## src/hdl/llcdt_pkg.sv

```systemverilog
// Shared types and constants for the LLC conversation direction tracker.
// No dependencies.
package llcdt_pkg;

    localparam int MAC_W = 48;
    localparam int SAP_W = 8;
    localparam int CTL_W = 8;

    // Control byte classification
    localparam logic [CTL_W-1:0] AC_MASK  = 8'h6f;
    localparam logic [CTL_W-1:0] AC_VALUE = 8'h67;
    localparam logic [CTL_W-1:0] UNNUM    = 8'h00;
    localparam int PF_POS  = 4;
    localparam int SEQ_POS = 7;

    // Conversation key: both MACs and both SAPs
    typedef struct packed {
        logic [MAC_W-1:0] dmac;
        logic [MAC_W-1:0] smac;
        logic [SAP_W-1:0] dsap;
        logic [SAP_W-1:0] ssap;
    } t_key;

    localparam int KEY_W = $bits(t_key);

    // One table entry: key plus command flag
    typedef struct packed {
        t_key key;
        logic flag;
    } t_entry;

    localparam int ENTRY_W = $bits(t_entry);

    // Compare result from the key comparator
    typedef struct packed {
        logic fwd_hit;
        logic rev_hit;
    } t_match;

endpackage

```

## src/hdl/llcdt_ram.sv

```systemverilog
// Generic single-port-write, single-port-read RAM with registered read data.
// No dependencies.
module llcdt_ram #(
    parameter int WIDTH = 8,
    parameter int DEPTH = 16
) (
    input  logic                     i_clk,
    input  logic                     i_we,
    input  logic [$clog2(DEPTH)-1:0] i_waddr,
    input  logic [WIDTH-1:0]         i_wdata,
    input  logic [$clog2(DEPTH)-1:0] i_raddr,
    output logic [WIDTH-1:0]         o_rdata
);

    logic [WIDTH-1:0] r_mem [DEPTH];
    logic [WIDTH-1:0] r_rdata;

    // Write port and registered read port
    always_ff @(posedge i_clk) begin
        if (i_we) begin
            r_mem[i_waddr] <= i_wdata;
        end
        r_rdata <= r_mem[i_raddr];
    end

    assign o_rdata = r_rdata;

endmodule

```

## src/hdl/llcdt_key_cmp.sv

```systemverilog
// Key comparator: checks a stored key against the frame key in both directions.
// Depends on llcdt_pkg.
module llcdt_key_cmp
    import llcdt_pkg::*;
(
    input  t_key   i_stored,
    input  t_key   i_frame,
    output t_match o_match
);

    t_key w_rev;

    // Frame key with MACs and SAPs swapped
    always_comb begin
        w_rev.dmac = i_frame.smac;
        w_rev.smac = i_frame.dmac;
        w_rev.dsap = i_frame.ssap;
        w_rev.ssap = i_frame.dsap;
    end

    assign o_match.fwd_hit = (i_stored == i_frame);
    assign o_match.rev_hit = (i_stored == w_rev);

endmodule

```

## src/hdl/llc_conversation_direction_tracker_unit.sv

```systemverilog
// LLC conversation direction tracker, top level.
// Depends on llcdt_pkg, llcdt_ram and llcdt_key_cmp.
//
// Usage:
//   Input channel (i_in_valid / o_in_ready) carries one frame's addressing:
//   both MACs, both SAPs and the LLC control byte. Output channel
//   (o_out_valid / i_out_ready) returns one result per frame: the control
//   byte class bits, command/response and the table-full flag.
//   The block handles one frame at a time; o_in_ready is high only while the
//   sequencer is idle. An AC frame scans the conversation table one entry
//   at a time (RAM read, then compare) through a single key comparator.
//   A non-AC frame skips the table; a hit ends the scan at the matching
//   entry, and a miss scans every stored entry before the insert step.
//   A finished result sits in the output register; the next frame may be
//   taken while it waits, but a second result waits in the sequencer until
//   the output register is free, so a stalled receiver stalls the input.
//   Reset empties the table (entry count to zero) and drops any pending
//   result; no clearing pass is needed.
module llc_conversation_direction_tracker_unit
    import llcdt_pkg::*;
#(
    parameter int TABLE_DEPTH = 16
) (
    input  logic             i_clk,
    input  logic             i_rst_n,
    input  logic             i_in_valid,
    output logic             o_in_ready,
    input  logic [MAC_W-1:0] i_dest_mac,
    input  logic [MAC_W-1:0] i_source_mac,
    input  logic [SAP_W-1:0] i_dest_sap,
    input  logic [SAP_W-1:0] i_source_sap,
    input  logic [CTL_W-1:0] i_llc_control,
    output logic             o_out_valid,
    input  logic             i_out_ready,
    output logic             o_is_ack_connless,
    output logic             o_ac_sequence,
    output logic             o_poll_final,
    output logic             o_is_unnumbered,
    output logic             o_is_command,
    output logic             o_table_full
);

    localparam int IDX_W = $clog2(TABLE_DEPTH);
    localparam int CNT_W = $clog2(TABLE_DEPTH + 1);
    localparam logic [CNT_W-1:0] CNT_ONE  = CNT_W'(1);
    localparam logic [CNT_W-1:0] CNT_FULL = CNT_W'(TABLE_DEPTH);

    // Sequencer states
    localparam logic [2:0] S_IDLE = 3'd0;
    localparam logic [2:0] S_RD   = 3'd1;
    localparam logic [2:0] S_CMP  = 3'd2;
    localparam logic [2:0] S_INS  = 3'd3;
    localparam logic [2:0] S_OUT  = 3'd4;

    logic [2:0]       r_state, n_state;
    logic [IDX_W-1:0] r_idx, n_idx;
    logic [CNT_W-1:0] r_count, n_count;
    t_key             r_key;
    logic             r_is_ac, r_seq, r_pf, r_unnum;
    logic             r_cmd, n_cmd;
    logic             r_full, n_full;

    logic             r_out_valid, n_out_valid;
    logic             r_out_ac, r_out_seq, r_out_pf, r_out_unnum, r_out_cmd, r_out_full;

    logic             w_in_xfer;
    logic             w_out_free;
    logic             w_last;
    logic             w_ac;
    logic [CTL_W-1:0] w_ctl_masked;

    logic             w_we;
    logic [IDX_W-1:0] w_waddr;
    t_entry           w_wdata;
    t_entry           w_rdata;
    t_match           w_match;
    t_key             w_frame_key;

    // Entry storage: key plus command flag
    llcdt_ram #(
        .WIDTH (ENTRY_W),
        .DEPTH (TABLE_DEPTH)
    ) u_ram (
        .i_clk   (i_clk),
        .i_we    (w_we),
        .i_waddr (w_waddr),
        .i_wdata (w_wdata),
        .i_raddr (r_idx),
        .o_rdata (w_rdata)
    );

    // Shared key comparator
    llcdt_key_cmp u_cmp (
        .i_stored (w_rdata.key),
        .i_frame  (r_key),
        .o_match  (w_match)
    );

    assign w_in_xfer    = i_in_valid && o_in_ready;
    assign w_out_free   = !r_out_valid || i_out_ready;
    assign w_ctl_masked = i_llc_control & AC_MASK;
    assign w_ac         = (w_ctl_masked == AC_VALUE);
    assign w_last       = ((CNT_W'(r_idx) + CNT_ONE) == r_count);

    always_comb begin
        w_frame_key.dmac = i_dest_mac;
        w_frame_key.smac = i_source_mac;
        w_frame_key.dsap = i_dest_sap;
        w_frame_key.ssap = i_source_sap;
    end

    // Sequencer next state and table write
    always_comb begin
        n_state = r_state;
        n_idx   = r_idx;
        n_count = r_count;
        n_cmd   = r_cmd;
        n_full  = r_full;
        w_we    = 1'b0;
        w_waddr = r_idx;
        w_wdata = {w_rdata.key, ~w_rdata.flag};
        unique case (r_state)
            S_IDLE: begin
                if (w_in_xfer) begin
                    n_idx  = '0;
                    n_cmd  = 1'b0;
                    n_full = 1'b0;
                    if (!w_ac) begin
                        n_state = S_OUT;
                    end else if (r_count == '0) begin
                        n_state = S_INS;
                    end else begin
                        n_state = S_RD;
                    end
                end
            end
            S_RD: begin
                n_state = S_CMP;
            end
            S_CMP: begin
                if (w_match.fwd_hit || w_match.rev_hit) begin
                    w_we    = 1'b1;
                    n_cmd   = ~w_rdata.flag;
                    n_state = S_OUT;
                end else if (w_last) begin
                    n_state = S_INS;
                end else begin
                    n_idx   = r_idx + IDX_W'(1);
                    n_state = S_RD;
                end
            end
            S_INS: begin
                if (r_count < CNT_FULL) begin
                    w_we    = 1'b1;
                    w_waddr = r_count[IDX_W-1:0];
                    w_wdata = {r_key, 1'b1};
                    n_count = r_count + CNT_ONE;
                    n_cmd   = 1'b1;
                end else begin
                    n_full  = 1'b1;
                end
                n_state = S_OUT;
            end
            S_OUT: begin
                if (w_out_free) begin
                    n_state = S_IDLE;
                end
            end
            default: begin
                n_state = S_IDLE;
            end
        endcase
    end

    // Output register valid
    always_comb begin
        n_out_valid = r_out_valid;
        if (r_state == S_OUT && w_out_free) begin
            n_out_valid = 1'b1;
        end else if (r_out_valid && i_out_ready) begin
            n_out_valid = 1'b0;
        end
    end

    // Control state
    always_ff @(posedge i_clk) begin
        if (!i_rst_n) begin
            r_state     <= S_IDLE;
            r_count     <= '0;
            r_out_valid <= 1'b0;
        end else begin
            r_state     <= n_state;
            r_count     <= n_count;
            r_out_valid <= n_out_valid;
        end
    end

    // Working registers for the current frame
    always_ff @(posedge i_clk) begin
        r_idx  <= n_idx;
        r_cmd  <= n_cmd;
        r_full <= n_full;
        if (w_in_xfer) begin
            r_key   <= w_frame_key;
            r_is_ac <= w_ac;
            r_seq   <= i_llc_control[SEQ_POS];
            r_pf    <= i_llc_control[PF_POS];
            r_unnum <= (i_llc_control == UNNUM);
        end
    end

    // Result payload
    always_ff @(posedge i_clk) begin
        if (r_state == S_OUT && w_out_free) begin
            r_out_ac    <= r_is_ac;
            r_out_seq   <= r_seq;
            r_out_pf    <= r_pf;
            r_out_unnum <= r_unnum;
            r_out_cmd   <= r_cmd;
            r_out_full  <= r_full;
        end
    end

    assign o_in_ready        = (r_state == S_IDLE);
    assign o_out_valid       = r_out_valid;
    assign o_is_ack_connless = r_out_ac;
    assign o_ac_sequence     = r_out_seq;
    assign o_poll_final      = r_out_pf;
    assign o_is_unnumbered   = r_out_unnum;
    assign o_is_command      = r_out_cmd;
    assign o_table_full      = r_out_full;

endmodule

```

## config.mk

```make
export PLATFORM = sky130hd
export DESIGN_NAME = llc_conversation_direction_tracker_unit
export DESIGN_NICKNAME = d
export VERILOG_FILES = /design/src/hdl/llcdt_pkg.sv /design/src/hdl/llcdt_ram.sv /design/src/hdl/llcdt_key_cmp.sv /design/src/hdl/llc_conversation_direction_tracker_unit.sv
export SDC_FILE = /design/constraint.sdc
export NUM_CORES = 2
export LEC_CHECK = 0
export BUFFER_PORTS_ARGS = -buffer_cell sky130_fd_sc_hd__buf_2
export CAP_MARGIN = 25
export CORE_ASPECT_RATIO = 1.4
export CORE_UTILIZATION = 40
export DETAILED_ROUTE_END_ITERATION = 16
export GPL_TIMING_DRIVEN = 1
export PLACE_DENSITY = 0.58
export SYNTH_ARGS = -nofsm -noshare
export SYNTH_HDL_FRONTEND = slang
export SYNTH_SLANG_ARGS = --single-unit
```

## constraint.sdc

```tcl
create_clock -name i_clk -period 14.95 [get_ports i_clk]
set_input_delay 2.2425 -clock i_clk [delete_from_list [all_inputs] [get_ports i_clk]]
set_output_delay 2.2425 -clock i_clk [all_outputs]
set_load 0.005 [all_outputs]
```

==> Word-level counts from Yosys, hierarchy flattened <==
Memory sizes are Yosys's and may differ from the RTL's. A register that Yosys moved wholly into a read port is not among the register bits.
Cells that the tools add are included.
{ "classes": {"eq_ne": 15, "add_sub_neg": 3, "n_mux": 28, "magnitude_cmp": 1, "reduce_logical": 18, "n_bitwise": 1} }
{ "ops": {"columns": ["op", "count"], "rows": [
  ["two-way mux 113 bit", 2],
  ["== test 112 bit", 2],
  ["two-way mux 4 bit", 5],
  ["one-hot mux 3 bit (5 select lines)", 1],
  ["two-way mux 3 bit", 4],
  ["!= test 2 bit (second input constant)", 6],
  ["two-way mux 1 bit", 10],
  ["zero test 8 bit", 1],
  ["one-hot mux 4 bit (2 select lines)", 1],
  ["AND reduction 4 bit", 2],
  ["== test 3 x 2 -> 1 bit (second input constant)", 2],
  ["== test 6 bit (second input constant)", 1],
  ["nonzero test 2 bit", 3],
  ["adder 4 x 1 -> 5 bit (second input constant)", 1],
  ["adder 5 x 1 -> 5 bit (second input constant)", 1],
  ["== test 5 bit", 1],
  ["zero test 5 bit", 1],
  ["less-than comparator 5 bit (second input constant)", 1],
  ["adder 4 x 1 -> 4 bit (second input constant)", 1],
  ["two-way mux 2 bit", 2],
  ["one-hot mux 1 bit (2 select lines)", 2],
  ["AND reduction 2 bit", 2],
  ["== test 3 x 1 -> 1 bit (second input constant)", 1],
  ["== test 3 bit (second input constant)", 1],
  ["other kinds (9)", 12]
]} }
{ "word_totals": {"out_inout_bits": 8, "in_bits": 124, "wordCells": 87, "ram_bits": 1808, "n_memories": 1, "register_bits": 137} }
{ "memory_table": {"columns": ["memory", "words", "word_bits", "read_ports", "rd_clocked_by_memory_dff", "wr", "line", "rtl"], "rows": [
  ["u_ram.r_mem", 16, 113, 1, 1, 1, "llcdt_ram.sv:15", "logic [WIDTH-1:0] r_mem [DEPTH];"]
]} }

==> Longest topological paths before layout <==
{ "depth": {"depth_word": 6, "mapped_depth": 9, "mapped_depth_nobuf": 8} }

==> Hierarchy <==
Synthesis repeated with hierarchy kept, for this count alone.
{ "unflattened": {"hier_cells": 3784, "hier_area_um2": 78253.8} }
{ "modules_own_cells": {"columns": ["mod", "area_each_um2", "instances", "seq_area_each_um2", "cells_each"], "rows": [
  ["llcdt_ram", 69774.4, 1, 56554.2, 2890],
  ["llc_conversation_direction_tracker_unit", 5992.0, 1, 4023.9, 596],
  ["llcdt_key_cmp", 2487.4, 1, 0.0, 298]
]} }

==> Least setup slack after synthesis <==
OpenSTA, ideal clock, no wires.
{ "synth_path": {"kind": "flip-flop to flip-flop", "start": "register r_key[99] in the netlist's numbering", "end": "memory u_ram.r_mem[1][0] in the netlist's numbering, enable pin", "arrival_ns": 9.973, "required_time_ns": 14.199, "setup_time_ns": 0.751, "path_slack_ns": 4.226, "period_less_slack_ns": 10.724, "path_stages_with_launch": 8, "n_path_buf": 0, "path_cell_list": "edfxtp_1 -> xor2_1 -> nor4_1 -> nand4_1 -> nor4_1 -> nor4b_4 -> nor2_2 -> o31ai_1"} }
{ "synth_via": {"elab_chain_len": 6, "word_cells_on_any_way": 7, "classes_between": "eq/ne (2); mux (4); reduce/logical (1)"} }
{ "synth_lines": {"columns": ["element", "line", "rtl"], "rows": [
  ["from (decl)", "llc_conversation_direction_tracker_unit.sv:58", "t_key r_key;"],
  ["from (signal assigned)", "llc_conversation_direction_tracker_unit.sv:204", "r_key <= w_frame_key;"],
  ["== test 112 bit, on equally long branches", "llcdt_key_cmp.sv:21, llcdt_key_cmp.sv:22", null],
  ["logical OR 1 bit *", "llc_conversation_direction_tracker_unit.sv:141", "if (w_match.fwd_hit || w_match.rev_hit) begin"],
  ["two-way mux 1 bit *", "llc_conversation_direction_tracker_unit.sv:141", null],
  ["one-hot mux 1 bit (2 select lines) *", "llc_conversation_direction_tracker_unit.sv:122", "unique case (r_state)"],
  ["two-way mux 1 bit *", "llcdt_ram.sv:20", "if (i_we) begin"],
  ["two-way mux 1 bit (not written as such) *", "llcdt_ram.sv:21", "r_mem[i_waddr] <= i_wdata;"],
  ["to (decl)", "llcdt_ram.sv:15", null]
]} }
Mark *: on every way between the ends. The rest lies on a longest branch, timed or not.

==> Worst setup path after layout <==
{ "layout_path": {"start": "register r_key[53] in the netlist's numbering", "end": "memory u_ram.r_mem[11][95] in the netlist's numbering, enable pin"} }
The elaborated chain is that of the path after synthesis.

==> results summary <==
The number of buffer cells added on primary ports came out at between 100 and 150. The largest fanout on the critical path came out at slightly below 50. The proportion of register bits with asynchronous set or reset after synthesis is 0%. The area added between synthesis and finish is 13.5%.

Wires add up to between 200 and 250 mm. Per report_power, the sequential group accounts for approximately 54% of the total. Cells with a size suffix above 1 make up 26.9% of the layout. The worst-case clock buffer depth came out at 4.

Summing the areas of all compound-gate instances in the mapped netlist gives less than 1% of the synthesized area. The post-route minimum period is 6.12 ns. The share of total power dissipated in the clock network is between 40% and 50%.

The overall power of the completed layout came out at roughly 12000 uW. The accumulated negative setup slack came out at 0 ns. The slack of the worst reg-to-reg path came out at ~8.8 ns. The adder-cell share of the synthesized area came out at less than 1%. The count of nets after finishing is approximately 3900. The portion of netlist area occupied by mux cells came out at between 15 and 20%. Routability-driven placement finished with a final weighted congestion of ~0.96. The H-tree was split into 4 levels.

When the netlist entered floorplanning its net count stood at 3674. Once detail routing completed, the nets flagged for antenna violations numbered 0. The overall die height is approximately 530 um.

The total via count after detailed routing is about 37000. The global-route wire length before repair is 293 mm. The flow ran to the end, and the final reports show no timing, DRC or antenna violations. Sequential cells were found to cover approximately 77% of the synthesized design area. The clock-pin slew on the worst setup and hold paths came out at around 0.06 ns. The analysis attributes to net switching a power of approximately 2600 uW. After legalization and detailed placement, the total HPWL measured between 100 and 150 mm. Of the total power, combinational logic draws 5.5%. The number of pins exceeding their max-slew limit in the final report is 0. The internal power is around 9500 uW.

The simple-gate portion of the synthesized area came out at under 10%. The DRC violation count after routing came out at 0. The count of cells in the finished layout, fillers not included, comes to 6556.

The count of yosys warnings during synthesis is 0. The capturing element type of the critical path is a flop. TritonCTS built the clock tree. The global routing usage summed across all routing layers is between 20% and 30%. The critical path in this run is classified as reg2reg. The die extent in x is between 300 and 400 um. Entering global routing, the biggest net connects between 100 and 150 pins. The final critical path takes up around 41% of the cycle. The static leakage is between 0.02 and 0.03 uW. Leaving out fill and tap cells, the most frequent cells in the layout are sky130_fd_sc_hd__edfxtp_1, sky130_fd_sc_hd__mux4_2, sky130_fd_sc_hd__nand2_1. The measured slew at the worst slew-check pin came out at 1.09 ns. The total congestion overflow after global routing is 0. The I/O pin count is 132. The number of sinks on the clock net came out at 2058. The number of instances in the synthesized netlist came out at 3547.

Global routing consumed, on the met2 layer, between 30% and 40% of the routing resources. The tool flagged a number of max-cap violations equal to 0. Clock latency on the worst-skew pair, taken at its later pin, is ~0.86 ns.

The largest family of logic cells by synthesized area is multiplexers. The violation count after the first detailed-routing iteration is about 4300. Setup violations remaining at the end of the flow were counted as 0.

After detailed routing, the number of vias per cell comes to between 5 and 6. The clock skew after layout is ~0.074 ns. The worst hold path belongs to the class reg2reg. Setup repair after global routing left no endpoint under its margin. The number of placed instances, taps included came out at 6195. The worst-case vdd ir drop came out at roughly 0.00009 V. The initial antenna violation count is 25.

Once the floorplan was initialized, standard cells occupied between 40% and 50% of the core. The number of synthesized flops with an enable pin is between 1500 and 2000. In this run the most used layer during global routing was met2. The worst path arrival time is about 6.6 ns. Leaving out fill and tap cells, the most frequent cell in the layout is sky130_fd_sc_hd__edfxtp_1. The relative slew slack is 27.0%. The per-instance average area after synthesis is 22.1 um2. For this run, the leading register cell type out of synthesis is sky130_fd_sc_hd__edfxtp_1. The mean routed wirelength per cell is ~32 um. In this run the cell area of the synthesized design comes to 78400 um2.

Power spread over the standard cell area amounts to 136 nW/um2. The region available for standard cell placement spans 194000 um2. Data on the critical path is required at its endpoint by roughly 15 ns. The floorplan die area is 198000 um2. The met1 demand-to-capacity share in global routing is 28.2%. The post-cts gate resize count is 0.

The number of global-route vias before repair was about 37000. The number of placement rows came out at roughly 190. The number of buffers inserted for hold repair after clock tree synthesis came out at 0. Based on the critical path, the design can be clocked at up to ~160 MHz. The worst setup path is launched from a flop. The total CTS buffers came out at ~200.

The switching share of power came out at 21.8%. The met3 routing resource usage after global routing is under 10%. The number of iterations in the first detailed-routing pass is 5.

In this run the clock root is driven by a sky130_fd_sc_hd__clkbuf_16. The buffers inserted during post-CTS setup optimization came out at 0. After synthesis, the netlist uses 45 different library cells. The count of endpoints failing hold in the final timing report came out at 0. The flop and latch count out of synthesis is 2058. Of the total synthesized cell area, the portion taken by XOR and XNOR cells is under 10%.
per-layer routing:
| metal | up-vias | routed length [um] |
|---|---|---|
| li1 | 15100 | - |
| met1 | 20100 | 83600 |
| met2 | 1414 | 102000 |
| met3 | 286 | 17700 |
| met4 | 12 | 6010 |
| met5 | - | 80 |
worst max-delay path, stage by stage, from the launching register on:
cell                       delay, ns
sky130_fd_sc_hd__edfxtp_1       0.45
sky130_fd_sc_hd__xnor2_1        0.68
sky130_fd_sc_hd__nand4_1        0.26
sky130_fd_sc_hd__nor4_1         0.32
sky130_fd_sc_hd__nand4_1        0.20
sky130_fd_sc_hd__nor4b_4        0.67
sky130_fd_sc_hd__o21ai_1        0.35
sky130_fd_sc_hd__a21oi_4        0.77
sky130_fd_sc_hd__buf_4          0.95
sky130_fd_sc_hd__buf_4          0.88
power groups by stage:
stage               clock network [uW]  logic [uW]  registers [uW]
detailed placement                   0         666            6630
CTS                               5000         669            6510
floorplan                            0         384            6600
global route                      5200         701            6510
finish                            4910         667            6510
global placement                     0         661            6630
cells in the mapped netlist (2+ instances only):
library cell / instances / area, um2
sky130_fd_sc_hd__o31ai_1: 2 / 15.0
sky130_fd_sc_hd__o21bai_1: 2 / 15.0
sky130_fd_sc_hd__edfxtp_1: 1936 / 58100
sky130_fd_sc_hd__nor3_1: 7 / 35.0
sky130_fd_sc_hd__o211ai_1: 2 / 15.0
sky130_fd_sc_hd__xor2_1: 85 / 744
sky130_fd_sc_hd__ha_1: 3 / 37.5
sky130_fd_sc_hd__o22ai_1: 2 / 12.5
sky130_fd_sc_hd__nand4_1: 42 / 263
sky130_fd_sc_hd__buf_2: 52 / 260
sky130_fd_sc_hd__or4_1: 2 / 15.0
sky130_fd_sc_hd__or3_1: 2 / 12.5
sky130_fd_sc_hd__nor4_1: 30 / 188
sky130_fd_sc_hd__clkbuf_1: 97 / 364
sky130_fd_sc_hd__xnor2_1: 143 / 1250
sky130_fd_sc_hd__o21ai_1: 2 / 10.0
sky130_fd_sc_hd__buf_1: 12 / 45.0
sky130_fd_sc_hd__nor2_1: 14 / 52.6
sky130_fd_sc_hd__nand2_1: 346 / 1300
sky130_fd_sc_hd__nor3b_1: 2 / 15.0
sky130_fd_sc_hd__a221oi_1: 2 / 17.5
sky130_fd_sc_hd__nor4b_4: 2 / 47.6
sky130_fd_sc_hd__nand3_1: 9 / 45.0
sky130_fd_sc_hd__nor2b_1: 3 / 18.8
sky130_fd_sc_hd__a31oi_1: 3 / 18.8
sky130_fd_sc_hd__and2_1: 5 / 31.3
sky130_fd_sc_hd__dfxtp_1: 122 / 2440
sky130_fd_sc_hd__o21ai_0: 12 / 60.1
sky130_fd_sc_hd__a21oi_1: 15 / 75.1
sky130_fd_sc_hd__mux4_2: 565 / 12700
sky130_fd_sc_hd__inv_1: 12 / 45.0
final timing paths:
path | endpoint | cells after the start | startpoint
worst min-delay path | o_is_ack_connless$_DFFE_PP_ | 0 | r_is_ac$_DFFE_PP_
worst max-delay path | u_ram.r_mem[11][95]$_DFFE_PP_ | 9 | r_key[53]$_DFFE_PP_
worst min register to register | o_is_ack_connless$_DFFE_PP_ | 0 | r_is_ac$_DFFE_PP_
worst max register to register | u_ram.r_mem[11][95]$_DFFE_PP_ | 9 | r_key[53]$_DFFE_PP_
state kept, by name, summed over array words and instances, names as in the netlist:
signal             count
o_ac_sequence          1
o_is_ack_connless      1
o_is_command           1
o_is_unnumbered        1
o_out_valid            1
o_poll_final           1
o_table_full           1
r_cmd                  1
r_count                5
r_full                 1
r_idx                  4
r_is_ac                1
r_key                112
r_pf                   1
r_seq                  1
r_state                3
r_unnum                1
u_ram.o_rdata        113
u_ram.r_mem         1808
per-stage QoR:
step | area (um2) | setup WS, ns | utilization [%] | hold WS, ns
final | 89000 | 8.83 | 45.9 | 0.420
after global routing | 89000 | 8.63 | 45.9 | 0.441
after CTS | 89000 | 8.92 | 45.8 | 0.421
after detailed placement | 82700 | 8.98 | 42.6 | 0.407
after global placement | 82500 | 8.63 | 42.5 | 0.403
after floorplan | 78400 | 4.23 | - | 0.400
final cells by class:
cell class              count  area, um2
diodes                      3       7.51
clock buffers             272       5330
clock inverters            84        905
fillers                 16200     105000
inverters                  12       50.0
multi-input cells        1315      17300
flip-flops and latches   2058      60600
well taps                2605       3260
repair buffers            207       1540
kinds of logic after synthesis:
group	count (synthesis)
AND/OR/NAND/NOR	470
flip-flops	2058
AO/OA/AOI/OAI	49
buffers and inverters	174
multiplexers	565
XOR/XNOR	228
adder cells (fa/ha/maj)	3
Note: power is estimated with default switching activity, not from simulation.
